==> src/hdl/wpm_pkg.sv <==
// ----------------------------------------------------------------------------
// wpm_pkg
// shared types and constants of the wildcard pattern matcher
// ----------------------------------------------------------------------------
package wpm_pkg;

   // largest supported pattern, in bytes
   localparam int MAX_PATTERN_DEFAULT = 32;

   // wildcard bytes
   localparam logic [7:0] STAR_CHAR     = 8'h2A;
   localparam logic [7:0] QUESTION_CHAR = 8'h3F;

   // operation carried with each input transaction
   typedef enum logic {
      OP_START = 1'b0,
      OP_CHAR  = 1'b1
   } op_type;

   // register indexes of the configuration port
   typedef enum logic [2:0] {
      REG_PATTERN_WORD0  = 3'd0,
      REG_PATTERN_WORD1  = 3'd1,
      REG_PATTERN_WORD2  = 3'd2,
      REG_PATTERN_WORD3  = 3'd3,
      REG_PATTERN_LENGTH = 3'd4
   } csr_index_type;

   // stored pattern: byte k at bits 8k+7:8k
   typedef struct packed {
      logic [255:0] pattern;
      logic [5:0]   length;
   } pattern_cfg_type;

   // one input item
   typedef struct packed {
      op_type     op;
      logic [7:0] text_char;
   } step_type;

   // one result item
   typedef struct packed {
      logic alive;
      logic matched;
   } result_type;

endpackage

==> src/hdl/wpm_csr_regs.sv <==
// ----------------------------------------------------------------------------
// wpm_csr_regs
// pattern and length registers written through the configuration port
// ----------------------------------------------------------------------------
module wpm_csr_regs (
   input  logic                     clock,
   input  logic                     reset,
   input  logic                     csr_valid,
   output logic                     csr_ready,
   input  logic [2:0]               csr_index,
   input  logic [63:0]              csr_data,
   output wpm_pkg::pattern_cfg_type cfg
);
   import wpm_pkg::*;

   logic [63:0] pattern_word_ff [4];
   logic [63:0] pattern_word_in [4];
   logic [5:0]  pattern_length_ff;
   logic [5:0]  pattern_length_in;

   // writes are always taken
   assign csr_ready = 1'b1;

   // register write decode
   always_comb begin
      pattern_word_in   = pattern_word_ff;
      pattern_length_in = pattern_length_ff;
      if (csr_valid) begin
         case (csr_index)
            REG_PATTERN_WORD0:  pattern_word_in[0] = csr_data;
            REG_PATTERN_WORD1:  pattern_word_in[1] = csr_data;
            REG_PATTERN_WORD2:  pattern_word_in[2] = csr_data;
            REG_PATTERN_WORD3:  pattern_word_in[3] = csr_data;
            REG_PATTERN_LENGTH: pattern_length_in = csr_data[5:0];
            default: begin
               // unmapped index, write dropped
            end
         endcase
      end
   end

   // register storage
   always_ff @(posedge clock) begin
      if (reset) begin
         pattern_word_ff[0] <= '0;
         pattern_word_ff[1] <= '0;
         pattern_word_ff[2] <= '0;
         pattern_word_ff[3] <= '0;
         pattern_length_ff  <= '0;
      end else begin
         pattern_word_ff   <= pattern_word_in;
         pattern_length_ff <= pattern_length_in;
      end
   end

   // packed view of the pattern
   assign cfg.pattern = {pattern_word_ff[3], pattern_word_ff[2],
                         pattern_word_ff[1], pattern_word_ff[0]};
   assign cfg.length  = pattern_length_ff;

endmodule

==> src/hdl/wpm_column_unit.sv <==
// ----------------------------------------------------------------------------
// wpm_column_unit
// match column register and its single-pass update
// ----------------------------------------------------------------------------
module wpm_column_unit #(
   parameter int MAX_PATTERN = wpm_pkg::MAX_PATTERN_DEFAULT
) (
   input  logic                     clock,
   input  logic                     reset,
   input  logic                     step_valid,
   input  wpm_pkg::step_type        step,
   input  wpm_pkg::pattern_cfg_type cfg,
   output wpm_pkg::result_type      result
);
   import wpm_pkg::*;

   localparam int COL_W  = MAX_PATTERN + 1;
   localparam int IDX_W  = $clog2(COL_W);
   localparam int LEVELS = $clog2(COL_W);

   logic [COL_W-1:0] column_ff;
   logic [COL_W-1:0] column_in;
   logic [COL_W-1:0] gen;
   logic [COL_W-1:0] prop;
   logic [COL_W-1:0] col_mask;
   logic [COL_W-1:0] next_col;
   logic [COL_W-1:0] gen_lv  [0:LEVELS];
   logic [COL_W-1:0] prop_lv [0:LEVELS];
   logic [5:0]       used_len;
   logic [IDX_W-1:0] used_idx;
   logic [7:0]       pat_ch;

   // effective pattern length, clamped to MAX_PATTERN
   always_comb begin
      used_len = (cfg.length > 6'(MAX_PATTERN)) ? 6'(MAX_PATTERN) : cfg.length;
      used_idx = used_len[IDX_W-1:0];
   end

   // per-bit generate and propagate terms
   // a star passes the bit below upward, so the column is a carry chain
   always_comb begin
      gen    = '0;
      prop   = '0;
      pat_ch = '0;
      gen[0] = (step.op == OP_START);
      for (int i = 1; i < COL_W; i++) begin
         pat_ch  = cfg.pattern[8*(i-1) +: 8];
         prop[i] = (pat_ch == STAR_CHAR);
         if (step.op == OP_CHAR) begin
            if (pat_ch == STAR_CHAR) begin
               gen[i] = column_ff[i];
            end else if (pat_ch == QUESTION_CHAR || pat_ch == step.text_char) begin
               gen[i] = column_ff[i-1];
            end
         end
      end
   end

   // log-depth prefix over the star chain
   always_comb begin
      gen_lv[0]  = gen;
      prop_lv[0] = prop;
      for (int lv = 0; lv < LEVELS; lv++) begin
         for (int i = 0; i < COL_W; i++) begin
            if (i >= (1 << lv)) begin
               gen_lv[lv+1][i]  = gen_lv[lv][i]
                                | (prop_lv[lv][i] & gen_lv[lv][i - (1 << lv)]);
               prop_lv[lv+1][i] = prop_lv[lv][i] & prop_lv[lv][i - (1 << lv)];
            end else begin
               gen_lv[lv+1][i]  = gen_lv[lv][i];
               prop_lv[lv+1][i] = prop_lv[lv][i];
            end
         end
      end
   end

   // keep only prefixes up to the pattern length
   always_comb begin
      for (int i = 0; i < COL_W; i++) begin
         col_mask[i] = (6'(i) <= used_len);
      end
      next_col = gen_lv[LEVELS] & col_mask;
   end

   assign column_in = step_valid ? next_col : column_ff;

   // column state, empty text against empty pattern after reset
   always_ff @(posedge clock) begin
      if (reset) begin
         column_ff <= COL_W'(1);
      end else begin
         column_ff <= column_in;
      end
   end

   // result of the item being processed
   assign result.matched = next_col[used_idx];
   assign result.alive   = |next_col;

endmodule

==> src/hdl/wildcard_pattern_matcher.sv <==
// ----------------------------------------------------------------------------
// wildcard_pattern_matcher
// path: a request transaction passes the input register and then the result
//    register on its way to its result transaction
// throughput: one item per cycle while the result channel does not stall, set by the single-pass column update
// reset: column holds only the empty prefix, pattern and length cleared
// ----------------------------------------------------------------------------
module wildcard_pattern_matcher #(
   parameter int MAX_PATTERN = wpm_pkg::MAX_PATTERN_DEFAULT
) (
   input  logic        clock,
   input  logic        reset,
   // request channel
   input  logic        req_tvalid,
   output logic        req_tready,
   input  logic [7:0]  req_tdata,   // [7:0] text_char
   input  logic [0:0]  req_tuser,   // [0] op
   // result channel
   output logic        rsp_tvalid,
   input  logic        rsp_tready,
   output logic [7:0]  rsp_tdata,   // [0] matched, [1] alive, [7:2] zero
   // configuration write channel
   input  logic        csr_valid,
   output logic        csr_ready,
   input  logic [2:0]  csr_index,
   input  logic [63:0] csr_data
);
   import wpm_pkg::*;

   pattern_cfg_type cfg;
   step_type        step_ff;
   step_type        step_in;
   logic            step_valid_ff;
   logic            step_valid_in;
   logic            advance;
   result_type      result;
   result_type      rsp_data_ff;
   result_type      rsp_data_in;
   logic            rsp_valid_ff;
   logic            rsp_valid_in;

   // configuration registers
   wpm_csr_regs u_csr_regs (
      .clock     (clock),
      .reset     (reset),
      .csr_valid (csr_valid),
      .csr_ready (csr_ready),
      .csr_index (csr_index),
      .csr_data  (csr_data),
      .cfg       (cfg)
   );

   // input stage moves on when the result register is free or drained
   assign advance    = step_valid_ff && (!rsp_valid_ff || rsp_tready);
   assign req_tready = !step_valid_ff || advance;

   // input register
   always_comb begin
      step_in       = step_ff;
      step_valid_in = step_valid_ff;
      if (req_tvalid && req_tready) begin
         step_in.op        = op_type'(req_tuser[0]);
         step_in.text_char = req_tdata;
         step_valid_in     = 1'b1;
      end else if (advance) begin
         step_valid_in = 1'b0;
      end
   end

   always_ff @(posedge clock) begin
      if (reset) begin
         step_valid_ff <= 1'b0;
      end else begin
         step_valid_ff <= step_valid_in;
      end
   end

   always_ff @(posedge clock) begin
      step_ff <= step_in;
   end

   // column update
   wpm_column_unit #(
      .MAX_PATTERN (MAX_PATTERN)
   ) u_column_unit (
      .clock      (clock),
      .reset      (reset),
      .step_valid (advance),
      .step       (step_ff),
      .cfg        (cfg),
      .result     (result)
   );

   // result register
   always_comb begin
      rsp_data_in  = rsp_data_ff;
      rsp_valid_in = rsp_valid_ff;
      if (advance) begin
         rsp_data_in  = result;
         rsp_valid_in = 1'b1;
      end else if (rsp_tready) begin
         rsp_valid_in = 1'b0;
      end
   end

   always_ff @(posedge clock) begin
      if (reset) begin
         rsp_valid_ff <= 1'b0;
      end else begin
         rsp_valid_ff <= rsp_valid_in;
      end
   end

   always_ff @(posedge clock) begin
      rsp_data_ff <= rsp_data_in;
   end

   assign rsp_tvalid = rsp_valid_ff;
   assign rsp_tdata  = {6'b0, rsp_data_ff.alive, rsp_data_ff.matched};

endmodule

==> config.mk <==
export PLATFORM = sky130hd
export DESIGN_NAME = wildcard_pattern_matcher
export DESIGN_NICKNAME = d
export VERILOG_FILES = /design/src/hdl/wpm_pkg.sv /design/src/hdl/wpm_csr_regs.sv /design/src/hdl/wpm_column_unit.sv /design/src/hdl/wildcard_pattern_matcher.sv
export SDC_FILE = /design/constraint.sdc
export NUM_CORES = 1
export LEC_CHECK = 0
export ABC_AREA = 1
export BUFFER_PORTS_ARGS = -buffer_cell sky130_fd_sc_hd__buf_4
export CAP_MARGIN = 20
export CORE_MARGIN = 2
export CORE_UTILIZATION = 57
export CTS_BUF_LIST = sky130_fd_sc_hd__clkbuf_16
export DETAILED_ROUTE_END_ITERATION = 10
export PLACE_DENSITY = 0.78
export SYNTH_ARGS = -nofsm -noshare
export SYNTH_HDL_FRONTEND = slang
export SYNTH_SLANG_ARGS = --single-unit
==> constraint.sdc <==
create_clock -name clock -period 2.4 [get_ports clock]
set_input_delay 0.36 -clock clock [delete_from_list [all_inputs] [get_ports clock]]
set_output_delay 0.36 -clock clock [all_outputs]
set_load 0.005 [all_outputs]
==> flow_summary.yaml, run 1 <==
outcome:
  outcome: "did not finish"
  stop_stage: "global routing"
  firstError: "[ERROR GRT-0232] Routing congestion too high. Check the congestion heatmap in the GUI."
synthesis:
  synth_edf_count: 11
  synth_ff_type: "dfxtp_1"
  ys.warnings.count: 0
  synthCells: 3185
  synth_most_common_cell: "nand2_1"
  yosysTopAreaCellShare_pct: 30.4
  ys_types: 55
  synth_seq_cells: 308
  synth_area_leader_cell: "dfxtp_1"
  ys_async_sr_fraction_pct: 0
  ys_seq_area_share_pct: 32.1
  yosys-top-cells-count: "928 x nand2_1, 367 x inv_1, 356 x nor2_1"
  avgSynthCellArea_um2: 6.14
  synthTopCellsByArea: "dfxtp_1 30%, nand2_1 18%, o21ai_0 7.9%, inv_1 7.0%, nor2_1 6.8%"
  netlist_area_um2: 19500
sta:
  worst_endpoint: "rsp_tdata[1]$_DFFE_PP_/D"
  worst-ep-kind: "register input"
global_routing:
  grt_max_degree: 129
  gr-usage-all-layers_pct: 77.3
  grt_overflow: 56
clock_network:
  clock_sinks: 308
  cts_made_buffers: 36
  h-tree-depth: 2
  cts_buffer_depth: 3
  cts-root-buf: "clkbuf_16"
placement:
  placed_cells: 4176
  gp_congestion: 1.04
  placed_cell_area_um2: 24800
  portBuffers: 84
  post-place-ws_ns: -0.783
  dp.final_hpwl_mm: 62.0
die:
  rows: 67
  start_util_pct: 58.2
  die_width_um: 189
  die_y_um: 189
  io_pins: 92
[metal layers]
| metal | overflow | track usage (%) |
|---|---|---|
| met2 | 31 | 92.3 |
| met1 | 0 | 78.1 |
| met4 | 20 | 71.8 |
| met5 | 2 | 41.8 |
| met3 | 3 | 64.5 |
[cells by family after synthesis]
group / share of synthesized area, %
other: 0.0384
AO/OA/AOI/OAI: 15.2
buffers and inverters: 11.7
AND/OR/NAND/NOR: 35.8
XOR/XNOR: 5.15
flip-flops: 32.1
[timing repair]
action	4_1_cts
buffers inserted	41
cloned	2
resized for setup	245
pin swaps	73
hold buffers	8
endpoints found under the hold margin	8
setup endpoints to repair	32
[through the flow]
stage,util (%),TNS (ns)
after global placement,73.8,-8.20
after detailed placement,73.8,-9.92
after floorplan,-,0
after CTS,81.1,-7.24
==> run 2, diff against run 1 <==
- CORE_UTILIZATION: 57 -> 40
- CTS_BUF_LIST: sky130_fd_sc_hd__clkbuf_16 -> unset
- PLACE_DENSITY: 0.78 -> unset
- PLACE_DENSITY_LB_ADDON: unset -> 0.15
- clock period: 2.4 -> 3.1 ns (I/O delays scaled with it)
==> flow_summary.yaml, run 2 <==
outcome:
  outcome: "finished, violations left"
  failed_checks: "negative setup slack"
sta:
  worstMarginPinSlew_ns: 0.832
  max_freq_mhz: 318
  fin_skew_ns: 0.0218
  whs_ns: 0.0611
  rsz0062_at_grt: "yes"
  drv_slew: 0
  finalHoldViolCount: 0
  max_slew_margin_pct: 44.4
  finalCritPeriodShare_pct: 101
  setup_viol: 2
  fin_crit_ns: 3.14
  setup_ws_ns: -0.0429
clock_network:
  cts_buffer_depth: 3
  clkTransAtPathRegs_ns: 0.08
  hold_buffers: 0
  cts-root-buf: "clkbuf_16"
  cts_tree: "built"
  cts_made_buffers: 38
  clock_sinks: 308
  clkLatencyLatePin_ns: 0.58
  h-tree-depth: 2
die:
  die_area_um2: 50700
  die_y_um: 225
  coreArea_um2: 48500
  rows: 81
  io_pins: 92
  die_width_um: 225
  start_util_pct: 40.3
synthesis:
  synthTopCellsByArea: "dfxtp_1 30%, nand2_1 18%, o21ai_0 7.9%, inv_1 7.0%, nor2_1 6.8%"
  ys_async_sr_fraction_pct: 0
  ys_types: 55
  synth_top_family_by_area: "simple AND/OR/NAND/NOR gates"
  ys_seq_area_share_pct: 32.1
  synth_area_leader_cell: "dfxtp_1"
  muxShareOfSynthArea_pct: 0
  synth_seq_cells: 308
  synth-compound-area-share_pct: 15.2
  synthCells: 3185
  ys.warnings.count: 0
  synth_ff_type: "dfxtp_1"
  avgSynthCellArea_um2: 6.14
  yosys-top-cells-count: "928 x nand2_1, 367 x inv_1, 356 x nor2_1"
  synth_edf_count: 11
  synth_most_common_cell: "nand2_1"
  synth_fa_ha_area_share_pct: 0
  yosysTopAreaCellShare_pct: 30.4
  netlist_area_um2: 19500
  synth-simple-area-share_pct: 35.8
  synth-xor-area-share_pct: 5.15
critical_path:
  crit_path_start_kind: "flip-flop"
  endpoint_kind: "flip-flop"
  crit-reg2reg-launch: "step_ff[1]$_DFFE_PP_"
  reg2reg_slack_ns: -0.04
  critPathArrivalTime_ns: 3.49
  required_ns: 3.44
  ff2ff_path_depth: 24
  critical_path_class: "flip-flop to flip-flop"
  r2r-end: "rsp_tdata[1]$_DFFE_PP_"
  worst-path-max-fanout: 4
detailed_routing:
  postRouteAntennaNets: 0
  via_per_inst: 5.39
  route.detailed.drc: 0
  drt_wl_total_mm: 83.7
  routed-via-count: 21800
  first_pass_iters: 6
  drtIter0Drc: 1899
  wl_per_cell_um: 20.7
finish:
  final_common_cell: "nand2_1"
  nets: 3470
  instances_no_fill: 4041
  drive_above_1_share_pct: 16.7
  seqCellArea_um2: 6280
  multi_input_area_um2: 11500
  final_area_um2: 24100
  nFillCells: 5015
  final_cell_mix: "844 x nand2_1, 358 x inv_1, 351 x nor2_1, 306 x o21ai_0, 297 x dfxtp_1"
  largest_reg_flops: 256
  fin_util_pct: 49.7
  area_delta_synth_final_pct: 23.5
min_path:
  hp-class: "input port to flip-flop"
  min_from: "req_tuser"
  hold-path-cell-count: 1
  hold_end: "step_ff[8]$_DFFE_PP_"
power:
  p_per_area_nw_per_um2: 423
  vdd_ir_drop_max_uv: 334
  fin_total_pwr_mw: 10.2
  power.leakage_nw: 10.3
placement:
  dp.final_hpwl_mm: 60.7
  placed_cells: 3930
  placed_cell_area_um2: 21900
  portBuffers: 84
  gp_congestion: 1.01
global_routing:
  grt_overflow: 0
  grt_max_degree: 105
  grt_pass1_wl_mm: 121
  gr-usage-all-layers_pct: 31.7
  grt_pass1_vias: 19900
  antenna_found_initial: 2
job:
  maxCapViolCount: 0
## run 2: cell counts after synthesis
Identical to the previous run, type by type.
## run 2: layout make-up
cell class                      instances  area share, %
Multi-Input combinational cell       2345           47.6
Sequential cell                       308           26.0
Timing Repair Buffer                  310           11.9
Inverter                              385           6.14
Clock buffer                           64           4.93
Tap cell                              622           3.22
Clock inverter                          5          0.192
Timing Repair inverter                  1         0.0207
Antenna cell                            1         0.0104
## run 2: worst max-delay path by stage
| stage | start | end | depth (start not counted) |
|---|---|---|---|
| finish | step_ff[1]$_DFFE_PP_ | rsp_tdata[1]$_DFFE_PP_ | 24 |
| global route | step_ff[1]$_DFFE_PP_ | rsp_tdata[1]$_DFFE_PP_ | 24 |
| CTS | step_ff[1]$_DFFE_PP_ | rsp_tdata[0]$_DFFE_PP_ | 20 |
| detailed placement | step_ff[0]$_DFFE_PP_ | rsp_tdata[0]$_DFFE_PP_ | 21 |
| global placement | step_ff[0]$_DFFE_PP_ | rsp_tdata[0]$_DFFE_PP_ | 21 |
| floorplan | step_ff[5]$_DFFE_PP_ | rsp_tdata[0]$_DFFE_PP_ | 22 |
## run 2: logic make-up after synthesis
family	Yosys count
AO/OA/AOI/OAI	582
XOR/XNOR	115
buffers and inverters	537
flip-flops	308
other	2
AND/OR/NAND/NOR	1641
## run 2: layer usage
metal | track usage (%) | vias to the layer above | share of wire, %
met5 | 0 | - | 0
met4 | 12.0 | 0 | 4.2
met3 | 3.85 | 187 | 6.6
met2 | 52.2 | 866 | 46
met1 | 42.6 | 10200 | 43
li1 | - | 10600 | -
## run 2: metrics by stage
step                TNS, ns  setup WS (ns)
floorplan                 0          0.768
global placement     -0.781         -0.360
detailed placement   -0.572         -0.272
CTS                 -0.0112       -0.00591
global route         -0.469         -0.174
finish              -0.0600        -0.0429
## run 2: what timing repair did
action                     4_1_cts  5_1_grt
buffers inserted                 8       28
gates resized for setup         30      137
gates cloned                     1        5
setup endpoints to repair        3        7
pin swaps                        9       68
## run 2: power by group
group,leakage (nW),switching (mW),internal [mW]
Clock,0.602,1.91,2.62
Sequential,2.52,0.147,4.14
Combinational,7.15,0.850,0.537
## run 2: worst max-delay path, stage by stage (launching register included)
cell,delay (ns)
edfxtp_1,0.46
buf_6,0.16
buf_6,0.12
xnor2_1,0.11
nand2_1,0.07
nor2_2,0.05
nand2_1,0.06
nand2_2,0.10
nand2_2,0.09
nand2_2,0.06
buf_4,0.13
nand2_2,0.05
nand2_2,0.05
buf_4,0.13
nand2_4,0.06
nand2_4,0.06
nand2_2,0.06
nand4_1,0.21
nand3b_1,0.31
nand2_2,0.14
nand2_1,0.06
nor2_1,0.10
nand4_1,0.09
nor2_1,0.12
nand2_1,0.06
No activity file was read; power rests on OpenSTA's default activity.
